`config.mk`:
```
export PLATFORM = sky130hd
export DESIGN_NAME = iil_ctrl
export DESIGN_NICKNAME = d
export VERILOG_FILES = /design/src/design/iil_pkg.sv /design/src/design/iil_ctrl.sv
export SDC_FILE = /design/constraint.sdc
export NUM_CORES = 1
export LEC_CHECK = 0
export ABC_AREA = 1
export BUFFER_PORTS_ARGS = -buffer_cell sky130_fd_sc_hd__buf_2
export CAP_MARGIN = 20
export CELL_PAD_IN_SITES_DETAIL_PLACEMENT = 1
export CELL_PAD_IN_SITES_GLOBAL_PLACEMENT = 1
export CORE_AREA = 2 2 39 41
export CTS_BUF_LIST = sky130_fd_sc_hd__clkbuf_8
export CTS_CLUSTER_DIAMETER = 100
export CTS_CLUSTER_SIZE = 20
export DETAILED_ROUTE_END_ITERATION = 16
export DIE_AREA = 0 0 41 43
export GPL_ROUTABILITY_DRIVEN = 0
export GPL_TIMING_DRIVEN = 0
export PLACE_DENSITY = 0.49
export REMOVE_ABC_BUFFERS = 1
export SYNTH_ARGS = -nofsm -noshare
export SYNTH_HDL_FRONTEND = slang
export SYNTH_SLANG_ARGS = --single-unit
```
`constraint.sdc`:
```
create_clock -name i_clk -period 1.2 [get_ports i_clk]
set_clock_uncertainty 0.1 [all_clocks]
set_input_delay 0.12 -clock i_clk [delete_from_list [all_inputs] [get_ports i_clk]]
set_output_delay 0.12 -clock i_clk [all_outputs]
set_load 0.1 [all_outputs]
```
`src/design/iil_pkg.sv`:
```
// ----------------------------------------------------------------------------
// iil_pkg
// Shared constants, types and handshake codes for the interval index lookup.
// ----------------------------------------------------------------------------
package iil_pkg;

    // table geometry
    localparam int TABLE_DEPTH = 1024;
    localparam int IDX_W       = $clog2(TABLE_DEPTH);
    localparam int CNT_W       = IDX_W + 1;

    // field widths
    localparam int START_W     = 64;
    localparam int POS_W       = 32;
    localparam int SLOT_W      = 10;
    localparam int ID_W        = 10;
    localparam int CFG_CNT_W   = 11;

    // configuration port
    localparam int APB_ADDR_W  = 2;
    localparam int APB_DATA_W  = 32;
    localparam logic [CFG_CNT_W-1:0] ENTRY_COUNT_RESET = CFG_CNT_W'(1);

    // operation codes
    localparam logic FUNC_WRITE = 1'b0;
    localparam logic FUNC_QUERY = 1'b1;

    // controller states
    typedef enum logic [1:0] {
        S_IDLE,
        S_SEARCH,
        S_FINISH
    } t_state;

    // controller to datapath commands
    typedef struct packed {
        logic wr_en;
        logic start;
        logic step;
        logic load_out;
    } t_dp_cmd;

    // datapath to controller status
    typedef struct packed {
        logic search_done;
        logic count_zero;
    } t_dp_status;

endpackage

```
`src/design/iil_ctrl.sv`:
```
// ----------------------------------------------------------------------------
// iil_ctrl
// Controller: request acceptance, search sequencing and result valid.
// ----------------------------------------------------------------------------
module iil_ctrl (
    input  logic                i_clk,
    input  logic                i_rst_n,
    input  logic                i_valid,
    input  logic                i_func,
    output logic                o_stall,
    output logic                o_valid,
    input  logic                i_stall,
    input  iil_pkg::t_dp_status i_status,
    output iil_pkg::t_dp_cmd    o_cmd
);

    import iil_pkg::*;

    t_state r_state, n_state;
    logic   r_out_valid, n_out_valid;
    logic   out_free;

    assign out_free = !r_out_valid || !i_stall;

    // state and result valid registers
    always_ff @(posedge i_clk) begin
        if (!i_rst_n) begin
            r_state     <= S_IDLE;
            r_out_valid <= 1'b0;
        end else begin
            r_state     <= n_state;
            r_out_valid <= n_out_valid;
        end
    end

    // next state and commands
    always_comb begin
        n_state      = r_state;
        o_cmd        = '0;
        o_stall      = 1'b1;
        n_out_valid  = r_out_valid && i_stall;
        case (r_state)
            S_IDLE: begin
                o_stall = 1'b0;
                if (i_valid) begin
                    if (i_func == FUNC_QUERY) begin
                        o_cmd.start = 1'b1;
                        n_state = i_status.count_zero ? S_FINISH : S_SEARCH;
                    end else begin
                        o_cmd.wr_en = 1'b1;
                    end
                end
            end
            S_SEARCH: begin
                o_cmd.step = 1'b1;
                if (i_status.search_done) begin
                    n_state = S_FINISH;
                end
            end
            S_FINISH: begin
                if (out_free) begin
                    o_cmd.load_out = 1'b1;
                    n_out_valid    = 1'b1;
                    n_state        = S_IDLE;
                end
            end
            default: begin
                n_state = S_IDLE;
            end
        endcase
    end

    assign o_valid = r_out_valid;

endmodule

```
==> flow_results.xml, run 1 <==
<?xml version="1.0" encoding="UTF-8"?>
<metrics>
  <group name="floorplan">
    <metric name="chipHeight" unit="um">43</metric>
    <metric name="ios" unit="">13</metric>
    <metric name="initial_core_utilization" unit="%">13.5</metric>
    <metric name="design.core.area" unit="mm^2">0.00138</metric>
    <metric name="placementRows" unit="">14</metric>
    <metric name="chipWidth" unit="um">41</metric>
    <metric name="die-area" unit="mm^2">0.00176</metric>
  </group>
  <group name="timing">
    <metric name="fin_crit" unit="ns">1.35</metric>
    <metric name="drv_slew" unit="">0</metric>
    <metric name="slew-limit-headroom" unit="%">80.0</metric>
    <metric name="tightest_slew" unit="ns">0.302</metric>
    <metric name="finalSetupViolations" unit="">5</metric>
    <metric name="setup_ws" unit="ns">-0.151</metric>
    <metric name="grt_setup_unrepaired" unit="">yes</metric>
    <metric name="final.hold.worst_slack" unit="ns">0.0472</metric>
    <metric name="timing.fmax" unit="MHz">740</metric>
    <metric name="final_min_period_over_clock_period" unit="%">113</metric>
    <metric name="hold_violations" unit="">0</metric>
  </group>
  <group name="route">
    <metric name="drt_first_iter_violations" unit="">2</metric>
    <metric name="totalWireLength" unit="um">620</metric>
    <metric name="residual_drc_count" unit="">0</metric>
    <metric name="detailedRoute.firstPassIterationCount" unit="">2</metric>
    <metric name="post_drt_wl_per_cell" unit="um">8.99</metric>
    <metric name="vias" unit="">268</metric>
    <metric name="drt.antenna.violating_nets" unit="">0</metric>
    <metric name="viasPerCell" unit="">3.88</metric>
  </group>
  <group name="global_route">
    <metric name="global_route_wire_length_before_repair" unit="um">986</metric>
    <metric name="gr-usage-all-layers" unit="%">8.73</metric>
    <metric name="number_of_antenna_violations_at_the_first_check_in_global_routing" unit="">0</metric>
    <metric name="pin_count_of_the_biggest_net_entering_global_routing" unit="">5</metric>
    <metric name="global_route.overflow_total" unit="">0</metric>
    <metric name="first_global_vias" unit="">291</metric>
  </group>
  <group name="synth">
    <metric name="yosys.area.top_type_share" unit="%">32.2</metric>
    <metric name="yosys-top-cells-area" unit="">sky130_fd_sc_hd__dfxtp_1, sky130_fd_sc_hd__inv_1, sky130_fd_sc_hd__nand2_1, sky130_fd_sc_hd__nand3_1, sky130_fd_sc_hd__nand2_2</metric>
    <metric name="largest_area_contributor_in_the_synthesized_netlist" unit="">sky130_fd_sc_hd__dfxtp_1</metric>
    <metric name="synthesis.area" unit="um^2">186</metric>
    <metric name="post_synth_inst_count" unit="">31</metric>
    <metric name="ys_warn_count" unit="">0</metric>
    <metric name="ys_seq_elements" unit="">3</metric>
    <metric name="post_synth_num_cell_types" unit="">9</metric>
    <metric name="synth_sequential_area_ratio" unit="%">32.2</metric>
    <metric name="post_synth.cell_area_avg" unit="um^2">6.01</metric>
  </group>
  <group name="clock_network">
    <metric name="clock_tree.buffer_depth" unit="">2</metric>
    <metric name="clock_root_buffer_master" unit="">sky130_fd_sc_hd__clkbuf_8</metric>
    <metric name="numCtsBuffers" unit="">3</metric>
    <metric name="insertion_delay" unit="ns">0.22</metric>
    <metric name="tritoncts_num_sinks" unit="">3</metric>
    <metric name="cts_tree" unit="">yes</metric>
    <metric name="postCtsHoldBufs" unit="">0</metric>
    <metric name="clock_tree.htree_level_count" unit="">1</metric>
    <metric name="clock_pin_slew_reported_for_the_worst_setup_and_hold_paths_after_clock_tree_synthesis" unit="ns">0.03</metric>
  </group>
  <group name="worst_setup_path">
    <metric name="end_kind" unit="">output port</metric>
    <metric name="max_stage_delay" unit="ns">0.35</metric>
    <metric name="worst-path-buf-inv" unit="">1</metric>
    <metric name="endpoint_required_time_on_the_critical_path" unit="ns">0.98</metric>
    <metric name="crit_chain" unit="">nor2_4, nand2_2, nor2_4, buf_12</metric>
    <metric name="worst_path_dominant_cell_family" unit="">simple AND/OR/NAND/NOR gates</metric>
    <metric name="path_max_fanout" unit="">4</metric>
    <metric name="setup.worst_path.start_class" unit="">flop</metric>
    <metric name="cpMostUsedCell" unit="">sky130_fd_sc_hd__nor2_4</metric>
    <metric name="timing.critical_path.arrival" unit="ns">1.13</metric>
    <metric name="cp_slowest_cell" unit="">sky130_fd_sc_hd__dfxtp_2</metric>
    <metric name="timing.setup.critical_path_class" unit="">flop to output port</metric>
  </group>
  <group name="layout">
    <metric name="design.final.nets" unit="">61</metric>
    <metric name="mostFrequentLayoutCells" unit="">sky130_fd_sc_hd__buf_2, sky130_fd_sc_hd__nor2_4, sky130_fd_sc_hd__nand2_1, sky130_fd_sc_hd__inv_1, sky130_fd_sc_hd__buf_4</metric>
    <metric name="combined_area_of_the_multi_input_logic_cells" unit="um^2">138</metric>
    <metric name="final_common_cell" unit="">sky130_fd_sc_hd__buf_2</metric>
    <metric name="sequential_cell_area" unit="um^2">62.6</metric>
    <metric name="drive_gt1_share" unit="%">71.7</metric>
    <metric name="num_antenna_cells" unit="">0</metric>
    <metric name="nFillCells" unit="">167</metric>
    <metric name="syn_to_final_growth" unit="%">156</metric>
  </group>
  <group name="worst_hold_path">
    <metric name="hold_path.class" unit="">primary input to flop</metric>
  </group>
  <group name="placed_design">
    <metric name="place_hpwl" unit="um">385</metric>
    <metric name="port_buffers" unit="">12</metric>
    <metric name="placement.setup.worst_slack" unit="ns">-0.135</metric>
  </group>
  <group name="status">
    <metric name="violations_in_the_final_reports" unit="">setup timing</metric>
    <metric name="run_status" unit="">complete, but fails checks</metric>
  </group>
  <group name="power">
    <metric name="power.leakage" unit="nW">0.243</metric>
    <metric name="ir_worst_vdd" unit="V">0.000466</metric>
    <metric name="pwr_density_cell" unit="mW/mm^2">1390</metric>
  </group>
  <group name="job">
    <metric name="drv.max_cap_violation_count" unit="">0</metric>
  </group>
</metrics>
-- state kept, by name, indices dropped and copies added (netlist names) --
name and cells:
o_valid 1, r_state 2
-- path summary, 6_finish.rpt --
kind                      startpoint                      end  slack (ns)  cells after the start
max          r_state[0]$_SDFFE_PN0P_                 o_cmd[3]       -0.15                      4
min reg2reg       o_valid$_SDFF_PN0_       o_valid$_SDFF_PN0_        0.40                      2
min                          i_rst_n  r_state[0]$_SDFFE_PN0P_        0.05                      3
max reg2reg  r_state[1]$_SDFFE_PN0P_  r_state[1]$_SDFFE_PN0P_        0.08                      6
-- repair_timing --
item	CTS	global route
resized for setup	27	11
gates cloned	0	0
pin swaps	3	5
setup endpoints to repair	5	7
buffers inserted	6	1
-- synthesized netlist by cell type --
master / n
sky130_fd_sc_hd__nor2_1: 3
sky130_fd_sc_hd__a21oi_2: 1
sky130_fd_sc_hd__nand2_2: 2
sky130_fd_sc_hd__nand2_1: 7
sky130_fd_sc_hd__inv_1: 8
sky130_fd_sc_hd__nor2_2: 2
sky130_fd_sc_hd__dfxtp_1: 3
sky130_fd_sc_hd__nand3_1: 3
sky130_fd_sc_hd__a21oi_1: 2
-- metrics by stage --
stage	power, mW	utilization (%)	setup TNS, ns	area (um^2)	cells
after floorplan	0.253	-	-4.36	186	31
after global placement	0.283	19.3	-0.360	267	59
after detailed placement	0.283	19.3	-0.359	267	59
after CTS	0.649	31.6	-0.477	438	69
after global routing	0.697	34.4	-0.649	477	69
final	0.664	34.4	-0.439	477	69
-- logic make-up after synthesis --
family          share of synthesized area [%]
simple gates                             41.6
buf+inv                                  16.1
compound gates                           10.1
flops                                    32.2
-- layout make-up --
class                   instances  share of cell area (%)
repair buffers                 18                    38.1
multi-input cells              20                    28.9
flip-flops and latches          3                    13.1
clock buffers                   3                    8.66
inverters                       8                    6.30
well taps                      16                    4.20
clock inverters                 1                   0.787
-- worst min-delay path: stages --
cell and delay [ns]:
sky130_fd_sc_hd__buf_2 0.10, sky130_fd_sc_hd__nand3_1 0.07, sky130_fd_sc_hd__a21oi_1 0.04
-- routing by layer --
layer	routed length, um	track usage, %	vias to the layer above
li1	-	-	134
met1	240	9.00	122
met2	325	12.5	10
met3	34	2.09	2
met4	20	10.0	0
met5	0	0	-
-- where the power goes --
part / total, mW / switching, mW / internal [mW]
clock network: 0.295 / 0.0765 / 0.219
registers: 0.115 / 0.00737 / 0.107
logic: 0.254 / 0.162 / 0.0918
total: 0.664 / 0.246 / 0.418
Power figures use the tool's default switching activity.
==> inputs of run 2 (changes only) <==
--- a/constraint.sdc
+++ b/constraint.sdc
@@ -3,3 +3,3 @@
 set_input_delay 0.12 -clock i_clk [delete_from_list [all_inputs] [get_ports i_clk]]
 set_output_delay 0.12 -clock i_clk [all_outputs]
-set_load 0.1 [all_outputs]
+set_load 0.02 [all_outputs]
==> run 2 against run 1 <==
The flow still finishes with violations (setup timing). Maximum frequency increased by 10%. Clock power about the same. Sequential share of layout area increased by 4.0 points. Final cell count decreased by 2.9%. First-iteration DRC count increased by 50%. Critical path type unchanged. Largest cell class is now multi-input gates. Largest power group unchanged.
==> flow_results.xml, run 2 (synthesis results as in run 1) <==
<?xml version="1.0" encoding="UTF-8"?>
<metrics>
  <group name="floorplan">
    <metric name="design.core.area" unit="mm^2">0.00138</metric>
    <metric name="die-area" unit="mm^2">0.00176</metric>
    <metric name="placementRows" unit="">14</metric>
    <metric name="ios" unit="">13</metric>
    <metric name="chipHeight" unit="um">43</metric>
    <metric name="chipWidth" unit="um">41</metric>
    <metric name="initial_core_utilization" unit="%">13.5</metric>
  </group>
  <group name="power">
    <metric name="power_frac_clock" unit="%">56.3</metric>
    <metric name="p_total" unit="mW">0.519</metric>
    <metric name="power.share.combinational" unit="%">21.8</metric>
    <metric name="pwr_density_cell" unit="mW/mm^2">1370</metric>
    <metric name="p_int" unit="mW">0.378</metric>
    <metric name="power.leakage" unit="nW">0.218</metric>
    <metric name="share_of_power_burned_in_registers" unit="%">21.8</metric>
    <metric name="netSwitchingFraction" unit="%">27.2</metric>
    <metric name="ir_worst_vdd" unit="V">0.000472</metric>
    <metric name="switchingPower" unit="mW">0.141</metric>
  </group>
  <group name="route">
    <metric name="vias" unit="">254</metric>
    <metric name="drt_first_iter_violations" unit="">3</metric>
    <metric name="residual_drc_count" unit="">0</metric>
    <metric name="detailedRoute.firstPassIterationCount" unit="">3</metric>
    <metric name="viasPerCell" unit="">3.79</metric>
    <metric name="totalWireLength" unit="um">522</metric>
    <metric name="post_drt_wl_per_cell" unit="um">7.79</metric>
    <metric name="drt.antenna.violating_nets" unit="">0</metric>
  </group>
  <group name="placed_design">
    <metric name="placedCellCount" unit="">59</metric>
    <metric name="place_hpwl" unit="um">385</metric>
    <metric name="port_buffers" unit="">12</metric>
    <metric name="dpl-instance-area" unit="um^2">267</metric>
  </group>
  <group name="global_route">
    <metric name="first_global_vias" unit="">237</metric>
    <metric name="pin_count_of_the_biggest_net_entering_global_routing" unit="">5</metric>
    <metric name="gr-usage-all-layers" unit="%">7.23</metric>
    <metric name="number_of_antenna_violations_at_the_first_check_in_global_routing" unit="">0</metric>
    <metric name="global_route.overflow_total" unit="">0</metric>
    <metric name="global_route_wire_length_before_repair" unit="um">786</metric>
  </group>
  <group name="timing">
    <metric name="setup_ws" unit="ns">-0.0231</metric>
    <metric name="final_min_period_over_clock_period" unit="%">102</metric>
    <metric name="timing.fmax" unit="MHz">818</metric>
    <metric name="drv_slew" unit="">0</metric>
    <metric name="slew-limit-headroom" unit="%">91.3</metric>
    <metric name="hold_violations" unit="">0</metric>
    <metric name="grt_setup_unrepaired" unit="">yes</metric>
    <metric name="fin_crit" unit="ns">1.22</metric>
    <metric name="totalNegativeSetupSlack" unit="ns">-0.0231</metric>
    <metric name="finalSetupViolations" unit="">1</metric>
    <metric name="tightest_slew" unit="ns">0.130</metric>
  </group>
  <group name="layout">
    <metric name="design.final.nets" unit="">59</metric>
    <metric name="mostFrequentLayoutCells" unit="">sky130_fd_sc_hd__buf_2, sky130_fd_sc_hd__nand2_1, sky130_fd_sc_hd__buf_4</metric>
    <metric name="final_cells" unit="">67</metric>
    <metric name="final_cell_area" unit="um^2">379</metric>
    <metric name="final_common_cell" unit="">sky130_fd_sc_hd__buf_2</metric>
    <metric name="largest_reg_flops" unit="">2</metric>
    <metric name="nFillCells" unit="">174</metric>
    <metric name="num_antenna_cells" unit="">0</metric>
    <metric name="syn_to_final_growth" unit="%">103</metric>
    <metric name="registers.top_by_ff_count" unit="">r_state</metric>
    <metric name="drive_gt1_share" unit="%">62.7</metric>
    <metric name="postLayoutCoreUtil" unit="%">27.4</metric>
  </group>
  <group name="clock_network">
    <metric name="clock_tree.htree_level_count" unit="">1</metric>
    <metric name="clock_root_buffer_master" unit="">sky130_fd_sc_hd__clkbuf_8</metric>
    <metric name="clock_tree.buffer_depth" unit="">2</metric>
    <metric name="numCtsBuffers" unit="">3</metric>
    <metric name="cts_tree" unit="">yes</metric>
    <metric name="insertion_delay" unit="ns">0.22</metric>
    <metric name="clock_pin_slew_reported_for_the_worst_setup_and_hold_paths_after_clock_tree_synthesis" unit="ns">0.03</metric>
    <metric name="postCtsHoldBufs" unit="">0</metric>
    <metric name="tritoncts_num_sinks" unit="">3</metric>
  </group>
  <group name="worst_setup_path">
    <metric name="worst_path_dominant_cell_family" unit="">flip-flops</metric>
    <metric name="path_max_fanout" unit="">4</metric>
    <metric name="worst-path-buf-inv" unit="">1</metric>
    <metric name="worstSetupStartpoint" unit="">r_state[0]$_SDFFE_PN0P_</metric>
    <metric name="max_stage_delay" unit="ns">0.36</metric>
    <metric name="end_kind" unit="">output port</metric>
    <metric name="setup.worst_path.start_class" unit="">flop</metric>
    <metric name="timing.setup.critical_path_class" unit="">flop to output port</metric>
    <metric name="worst_r2r_startpoint" unit="">r_state[1]$_SDFFE_PN0P_</metric>
    <metric name="cp_slowest_cell" unit="">sky130_fd_sc_hd__dfxtp_4</metric>
    <metric name="timing.critical_path.arrival" unit="ns">1.00</metric>
    <metric name="crit_chain" unit="">nor2_4, nand2_1, nor2_1, buf_4</metric>
    <metric name="endpoint_required_time_on_the_critical_path" unit="ns">0.98</metric>
  </group>
  <group name="worst_hold_path">
    <metric name="hold_path.class" unit="">primary input to flop</metric>
    <metric name="hold_start" unit="">i_rst_n</metric>
  </group>
  <group name="status">
    <metric name="violations_in_the_final_reports" unit="">setup timing</metric>
    <metric name="run_status" unit="">complete, but fails checks</metric>
  </group>
  <group name="job">
    <metric name="drv.max_cap_violation_count" unit="">0</metric>
  </group>
</metrics>
-- run 2: final timing paths --
| path | to | slack [ns] | cells after the start |
|---|---|---|---|
| setup reg to reg | r_state[0]$_SDFFE_PN0P_ | 0.21 | 6 |
| hold reg to reg | o_valid$_SDFF_PN0_ | 0.40 | 2 |
| hold / removal | r_state[1]$_SDFFE_PN0P_ | 0.05 | 3 |
| setup / recovery | o_cmd[3] | -0.02 | 4 |
-- run 2: tightest hold or removal path: stages --
cell                      delay, ns
sky130_fd_sc_hd__buf_2         0.10
sky130_fd_sc_hd__inv_1         0.08
sky130_fd_sc_hd__a21oi_2       0.03
-- run 2: per-stage QoR --
| step | setup slack [ns] | hold WS (ns) |
|---|---|---|
| 2_1_floorplan | 0.0607 | 0.160 |
| 3_3_place_gp | 0.136 | 0.286 |
| 3_5_place_dp | 0.128 | 0.288 |
| 4_1_cts | -0.0614 | 0.0478 |
| 5_1_grt | -0.0774 | 0.0628 |
| 6_report | -0.0231 | 0.0528 |
-- run 2: final cells by class --
cell class | count | area (um^2) | area share [%]
clock buffers | 3 | 41.3 | 10.9
inverters | 8 | 30.0 | 7.92
flip-flops and latches | 3 | 65.1 | 17.2
well taps | 16 | 20.0 | 5.28
multi-input cells | 20 | 111 | 29.4
clock inverters | 1 | 3.75 | 0.990
repair buffers | 16 | 108 | 28.4
-- run 2: repair_timing --
| action | CTS | global route |
|---|---|---|
| gates resized for setup | 8 | 9 |
| setup endpoints to repair | 4 | 4 |
| pin swaps | 2 | 2 |
| buffers inserted | 3 | 1 |
| hold endpoints to repair | 0 | 0 |
-- run 2: power groups by stage --
stage / Clock (mW) / Sequential, mW / Combinational, mW
2_1_floorplan: 0 / 0.114 / 0.0534
3_3_place_gp: 0 / 0.112 / 0.0858
3_5_place_dp: 0 / 0.112 / 0.0851
4_1_cts: 0.303 / 0.113 / 0.101
5_1_grt: 0.315 / 0.114 / 0.125
6_report: 0.292 / 0.113 / 0.113
-- run 2: routing by layer --
metal | track usage (%) | wire length, um
met4 | 10.0 | 20
met3 | 1.57 | 29
met5 | 0 | 0
met1 | 7.07 | 211
met2 | 10.0 | 261
==> inputs of run 3 (changes only) <==
- BUFFER_PORTS_ARGS: -buffer_cell sky130_fd_sc_hd__buf_2 -> unset
- CELL_PAD_IN_SITES_GLOBAL_PLACEMENT: 1 -> 2
- DONT_BUFFER_PORTS: unset -> 1
- PLACE_DENSITY: 0.49 -> 0.44
==> run 3 against run 2 <==
First-iteration DRC count fell by 100%. Flip-flop and latch count stayed put. Final area shrank 14%. Register-to-register slack worse by 0.12 ns. The run ends with hold timing left. Sequential share of layout area grew 2.8 points. Clock power decreased by 5%. Count of clock-buffer cells in the layout is the same. Maximum frequency rose by 2.3%. Sequential power is essentially flat. Global-route usage fell by 0.39 points.
==> flow_results.xml, run 3 (synthesis results as in run 1) <==
<?xml version="1.0" encoding="UTF-8"?>
<metrics>
  <group name="timing">
    <metric name="tightest_slew" unit="ns">0.231</metric>
    <metric name="finalSetupViolations" unit="">0</metric>
    <metric name="drv_slew" unit="">0</metric>
    <metric name="fin_crit" unit="ns">1.20</metric>
    <metric name="final.hold.worst_slack" unit="ns">-0.0272</metric>
    <metric name="grt_setup_unrepaired" unit="">yes</metric>
    <metric name="slew-limit-headroom" unit="%">84.6</metric>
    <metric name="hold_violations" unit="">2</metric>
    <metric name="timing.fmax" unit="MHz">836</metric>
    <metric name="final_min_period_over_clock_period" unit="%">99.7</metric>
  </group>
  <group name="route">
    <metric name="totalWireLength" unit="um">504</metric>
    <metric name="post_drt_wl_per_cell" unit="um">9.16</metric>
    <metric name="drt.antenna.violating_nets" unit="">0</metric>
    <metric name="vias" unit="">212</metric>
    <metric name="residual_drc_count" unit="">0</metric>
    <metric name="detailedRoute.firstPassIterationCount" unit="">1</metric>
    <metric name="viasPerCell" unit="">3.85</metric>
    <metric name="drt_first_iter_violations" unit="">0</metric>
  </group>
  <group name="global_route">
    <metric name="number_of_antenna_violations_at_the_first_check_in_global_routing" unit="">0</metric>
    <metric name="global_route_wire_length_before_repair" unit="um">731</metric>
    <metric name="gr-usage-all-layers" unit="%">6.83</metric>
    <metric name="pin_count_of_the_biggest_net_entering_global_routing" unit="">5</metric>
    <metric name="global_route.overflow_total" unit="">0</metric>
    <metric name="first_global_vias" unit="">208</metric>
  </group>
  <group name="clock_network">
    <metric name="insertion_delay" unit="ns">0.21</metric>
    <metric name="numCtsBuffers" unit="">3</metric>
    <metric name="clock_root_buffer_master" unit="">sky130_fd_sc_hd__clkbuf_8</metric>
    <metric name="clock_tree.htree_level_count" unit="">1</metric>
    <metric name="clock_tree.buffer_depth" unit="">2</metric>
    <metric name="clock_pin_slew_reported_for_the_worst_setup_and_hold_paths_after_clock_tree_synthesis" unit="ns">0.03</metric>
    <metric name="tritoncts_num_sinks" unit="">3</metric>
    <metric name="postCtsHoldBufs" unit="">1</metric>
    <metric name="cts_tree" unit="">yes</metric>
  </group>
  <group name="layout">
    <metric name="num_antenna_cells" unit="">0</metric>
    <metric name="registers.top_by_ff_count" unit="">r_state</metric>
    <metric name="design.final.nets" unit="">47</metric>
    <metric name="final_cells" unit="">55</metric>
    <metric name="nFillCells" unit="">175</metric>
    <metric name="drive_gt1_share" unit="%">51.3</metric>
    <metric name="mostFrequentLayoutCells" unit="">sky130_fd_sc_hd__nand2_1, sky130_fd_sc_hd__inv_1, sky130_fd_sc_hd__nor2_4</metric>
    <metric name="largest_reg_flops" unit="">2</metric>
    <metric name="syn_to_final_growth" unit="%">75.2</metric>
  </group>
  <group name="floorplan">
    <metric name="die-area" unit="mm^2">0.00176</metric>
    <metric name="placementRows" unit="">14</metric>
    <metric name="design.core.area" unit="mm^2">0.00138</metric>
    <metric name="chipHeight" unit="um">43</metric>
    <metric name="initial_core_utilization" unit="%">13.5</metric>
    <metric name="ios" unit="">13</metric>
    <metric name="chipWidth" unit="um">41</metric>
  </group>
  <group name="worst_setup_path">
    <metric name="worstSetupStartpoint" unit="">r_state[0]$_SDFFE_PN0P_</metric>
    <metric name="end_kind" unit="">output port</metric>
    <metric name="ff2ff_path_depth" unit="">5</metric>
    <metric name="timing.critical_path.arrival" unit="ns">0.98</metric>
    <metric name="worst_r2r_startpoint" unit="">o_valid$_SDFF_PN0_</metric>
    <metric name="path_max_fanout" unit="">4</metric>
    <metric name="crit_path_end" unit="">o_cmd[2]</metric>
    <metric name="reg2reg_to" unit="">r_state[0]$_SDFFE_PN0P_</metric>
    <metric name="timing.setup.critical_path_class" unit="">flop to output port</metric>
    <metric name="timing.reg2reg.setup_slack" unit="ns">0.09</metric>
    <metric name="setup.worst_path.start_class" unit="">flop</metric>
    <metric name="endpoint_required_time_on_the_critical_path" unit="ns">0.98</metric>
  </group>
  <group name="job">
    <metric name="drv.max_cap_violation_count" unit="">0</metric>
  </group>
  <group name="placed_design">
    <metric name="place_hpwl" unit="um">372</metric>
    <metric name="placedCellCount" unit="">47</metric>
    <metric name="port_buffers" unit="">0</metric>
  </group>
  <group name="power">
    <metric name="ir_worst_vdd" unit="V">0.000383</metric>
    <metric name="pwr_density_cell" unit="mW/mm^2">1490</metric>
    <metric name="power.leakage" unit="nW">0.162</metric>
    <metric name="p_total" unit="mW">0.486</metric>
  </group>
  <group name="worst_hold_path">
    <metric name="hold_path.class" unit="">primary input to flop</metric>
  </group>
  <group name="status">
    <metric name="violations_in_the_final_reports" unit="">hold timing</metric>
    <metric name="run_status" unit="">complete, but fails checks</metric>
  </group>
</metrics>
run 3: area by class of cell:
cell class                 count  area (um^2)  area share, %
multi-input combinational     20          131           40.2
sequential                     3         65.1           19.9
clock buffer                   3         41.3           12.6
timing repair buffer           4         32.5           9.96
inverter                       8         32.5           9.96
tap                           16         20.0           6.13
clock inverter                 1         3.75           1.15
run 3: worst min-delay path by stage:
stage,startpoint,endpoint,slack [ns],cells past startpoint
global placement,i_rst_n,r_state[1]$_SDFFE_PN0P_,0.18,2
detailed placement,i_rst_n,r_state[1]$_SDFFE_PN0P_,0.18,2
finish,i_stall,o_valid$_SDFF_PN0_,-0.03,2
CTS,i_stall,o_valid$_SDFF_PN0_,-0.03,2
global route,i_stall,o_valid$_SDFF_PN0_,-0.02,2
floorplan,i_rst_n,r_state[1]$_SDFFE_PN0P_,0.16,2
run 3: through the flow:
step | instance area (um^2) | hold WS [ns] | TNS, ns | setup slack (ns) | utilization [%]
floorplan | 186 | 0.160 | 0 | 0.0607 | -
global placement | 206 | 0.178 | -0.0304 | -0.0304 | 14.9
detailed placement | 206 | 0.176 | -0.0261 | -0.0261 | 14.9
CTS | 284 | -0.0298 | -0.150 | -0.0616 | 20.5
global route | 327 | -0.0208 | -0.0714 | -0.0298 | 23.6
finish | 327 | -0.0272 | 0 | 0.00416 | 23.6
run 3: routing by layer:
layer	global-route usage (%)	vias up	part of all wire, %
met5	0	-	0
met4	8.00	0	1.6
met3	3.14	2	7.1
met2	9.06	11	55
met1	6.77	91	36
li1	-	108	-
run 3: where the power goes:
group          leakage (nW)  internal (mW)  switching [mW]
sequential           0.0256          0.106          0.0100
clock                0.0269          0.217          0.0609
combinational         0.110         0.0358          0.0561
run 3: worst max-delay path: stages, from the launching register on:
cell and delay (ns):
sky130_fd_sc_hd__dfxtp_2 0.34, sky130_fd_sc_hd__nor2_4 0.16, sky130_fd_sc_hd__inv_2 0.10, sky130_fd_sc_hd__nor2_4 0.16
run 3: what timing repair did:
action                                  CTS  global route
pin swaps                                 0             4
setup buffers                             0             3
endpoints found under the setup margin    3             3
resized for setup                         8             8
hold endpoints to repair                  3             1
